## src/sv/gcdf_ram.sv

```systemverilog
// ----------------------------------------------------------------------------
// gcdf_ram: generic single-write, single-read ram
// One write port, one read port, read data registered.
// ----------------------------------------------------------------------------
module gcdf_ram #(
  parameter int unsigned WIDTH = 8,
  parameter int unsigned DEPTH = 16
) (
  input  logic                     clk_i,
  input  logic                     we_i,
  input  logic [$clog2(DEPTH)-1:0] waddr_i,
  input  logic [WIDTH-1:0]         wdata_i,
  input  logic                     re_i,
  input  logic [$clog2(DEPTH)-1:0] raddr_i,
  output logic [WIDTH-1:0]         rdata_o
);

  logic [WIDTH-1:0] mem [DEPTH];
  logic [WIDTH-1:0] rdata_q;

  always_ff @(posedge clk_i) begin
    if (we_i) begin
      mem[waddr_i] <= wdata_i;
    end
    if (re_i) begin
      rdata_q <= mem[raddr_i];
    end
  end

  assign rdata_o = rdata_q;

endmodule

```

## config.mk

```make
export PLATFORM = sky130hd
export DESIGN_NAME = gcdf_ram
export DESIGN_NICKNAME = d
export VERILOG_FILES = /design/src/sv/gcdf_ram.sv
export SDC_FILE = /design/constraint.sdc
export NUM_CORES = 1
export LEC_CHECK = 0
export BUFFER_PORTS_ARGS = -buffer_cell sky130_fd_sc_hd__buf_2
export CAP_MARGIN = 30
export CORE_MARGIN = 5
export CORE_UTILIZATION = 30
export DETAILED_ROUTE_END_ITERATION = 10
export GPL_ROUTABILITY_DRIVEN = 0
export SLEW_MARGIN = 20
export SYNTH_ARGS = -nofsm -noshare
export SYNTH_HDL_FRONTEND = slang
export SYNTH_SLANG_ARGS = --single-unit
```

## constraint.sdc

```tcl
create_clock -name clk_i -period 2.1 [get_ports clk_i]
set_clock_uncertainty 0.2 [all_clocks]
set_input_delay 0.21 -clock clk_i [delete_from_list [all_inputs] [get_ports clk_i]]
set_output_delay 0.21 -clock clk_i [all_outputs]
set_load 0.01 [all_outputs]
```

==> metrics.yaml <==
placement:
  portBuffers: 26
  hpwlAfterDp_um: 7010
  post-place-ws_ns: 0.108
  dpl_cell_area_mm2: 0.00576
grt:
  grt_first_pass_wirelength_um: 16500
  antenna_found_initial: 0
  overflow: 0
  grt_max_degree: 33
  grt_pass1_vias: 2608
  grtUsageTotal: 0.115
cts:
  clk_pin_slew_ns: 0.06
  cts_buffer_depth: 2
  cts_resized: 0
  numClockSinks: 136
  cts_made_buffers: 17
  clock_latency_ns: 0.42
  hold_buffers: 9
  cts_tree: "yes"
  cts_setup_buffers: 0
  root_buffer: "clkbuf_16"
  ctsHtreeMaxLevel: 4
synthesis:
  synth_compound_gate_area_share: 0.0230
  ys_ff_latch: 136
  synthXorXnorAreaFrac: 0
  synth.top_cells.by_area: "edfxtp_1, mux4_2, mux4_1, a22oi_1, nor2_1"
  synth_fa_ha_area_frac: 0
  synth_warnings: 0
  synthMuxAreaShare: 0.148
  syn_nets: 248
  synth_top_family_by_area: "multiplexers"
  synthCells: 229
  synth_top_area_frac: 0.781
  synth_top_area_cell: "edfxtp_1"
  synthSimpleGateAreaFrac: 0.0314
  synth_seq_area_share: 0.781
  syn_area_mm2: 0.00523
  avgSynthCellArea_um2: 22.8
  yosysUniqueCellTypes: 18
min_path:
  hold_path.class: "in -> reg"
  hp-start: "waddr_i[0]"
setup_path:
  crit_path_max_fanout: 1
  cp.required_ns: 2.05
  worstReg2RegStart: "mem[5][0]"
  startpoint: "mem[5][0]"
  endpoint_kind: "flip-flop"
  critPathArrivalTime_ns: 1.66
  setup.worst_path.start_class: "flip-flop"
  worstSetupPathType: "reg -> reg"
power_and_ir_drop:
  total_power_uw: 6240
  power.density_mw_per_mm2: 972
  power.leakage_uw: 0.00216
  ir_drop_mv: 0.572
sta:
  fmaxAchievable_ghz: 0.584
  setup_violations: 0
  hold_viol: 0
  finalCritPeriodShare: 0.815
  min_period_ns: 1.71
  report.final.slew_viol_count: 0
  worstMarginPinSlew_ns: 0.425
  slew-limit-headroom: 0.717
  fin_setup_tns_ns: 0
  whs_ns: 0.161
  rsz0062_at_grt: "false"
  timing.final.ws_setup_ns: 0.387
routing:
  viasPerCell: 4.70
  firstDrtPassIters: 4
  ant_nets: 0
  routed-via-count: 2502
  wl_per_cell_um: 20.0
  drt_iter0_markers: 265
  route.detailed.drc: 0
  routed_wl_um: 10600
status:
  status: "completed"
flow_run:
  maxCapViolCount: 0
die:
  core.rowCount: 48
  core_area_mm2: 0.0172
  die_h_um: 142
  dieArea_mm2: 0.0202
  ios: 27
  die_w_um: 142
  start_util: 0.304
finish:
  areaGrowthSynthToFinish_pct: 22.7
  num_antenna_cells: 0
  fin_area_mm2: 0.00641
  nets: 314
  drive_above_1_share: 0.300
## where the power goes
group          switching (uW)  internal [uW]  leakage (uW)
sequential               17.3           3060       0.00124
combinational             168            137      0.000640
clock                    1020           1830      0.000280
## path summary, 6_finish.rpt
check                           slack, ns  cells past startpoint          to
worst max-delay path                 0.39                      3  rdata_o[0]
worst min-delay path                 0.16                      3   mem[4][4]
worst max register to register       0.39                      3  rdata_o[0]
worst min register to register       0.56                      3  rdata_o[2]
## area by class of cell
class                   count  area [um2]
flip-flops and latches    136        4080
clock buffers              19         433
multi-input cells          83        1060
fillers                  1591       10800
repair buffers             57         423
clock inverters            12         134
well taps                 225         282
## stage by stage
step,util,std cells
final,0.373,532
after global routing,0.373,532
after CTS,0.373,532
after detailed placement,0.335,492
after global placement,0.335,492
after floorplan,-,229
## sequential cells by signal, indices dropped and copies added (netlist names)
signal	flops
mem	128
rdata_o	8
## critical path, stage by stage (launching register included)
cell and delay [ns]:
edfxtp_1 0.36, mux4_1 0.57, a22oi_1 0.21, nand2_1 0.11
## logic make-up (layout without fill, tap and decap cells)
family / after synthesis / count (layout)
AND/OR/NAND/NOR: 35 / 35
multiplexers: 32 / 32
buffers and inverters: 10 / 88
AO/OA/AOI/OAI: 16 / 16
flip-flops: 136 / 136
## synthesized netlist by cell type
master,instances
buf_6,3
buf_2,3
nor3_1,4
nor2b_1,1
or3b_2,1
a22oi_1,16
and2_1,1
nand3_1,1
nor2_1,13
nand2b_1,2
nand3b_1,2
buf_4,1
clkdlybuf4s25_2,3
and2b_1,1
nand2_1,9
mux4_1,14
mux4_2,18
edfxtp_1,136
## layer usage
| metal | part of all wire | track usage | up-vias |
|---|---|---|---|
| met5 | 0 | 0 | - |
| met4 | 0.0078 | 0.0470 | 0 |
| met3 | 0.057 | 0.0326 | 9 |
| met2 | 0.47 | 0.170 | 84 |
| met1 | 0.46 | 0.161 | 1298 |
| li1 | - | - | 1111 |
## placed cells by master (no fill, tap or decap), drive strengths merged, types with 2 or more instances in the layout
cell,instances
buf,48
clkbuf,19
dlygate4sd3,9
nor2,13
nor3,4
clkinv,9
a22oi,16
nand3b,2
nand2b,2
nand2,9
mux4,32
edfxtp,136
bufinv,3
(Power assumes the default switching activity.)
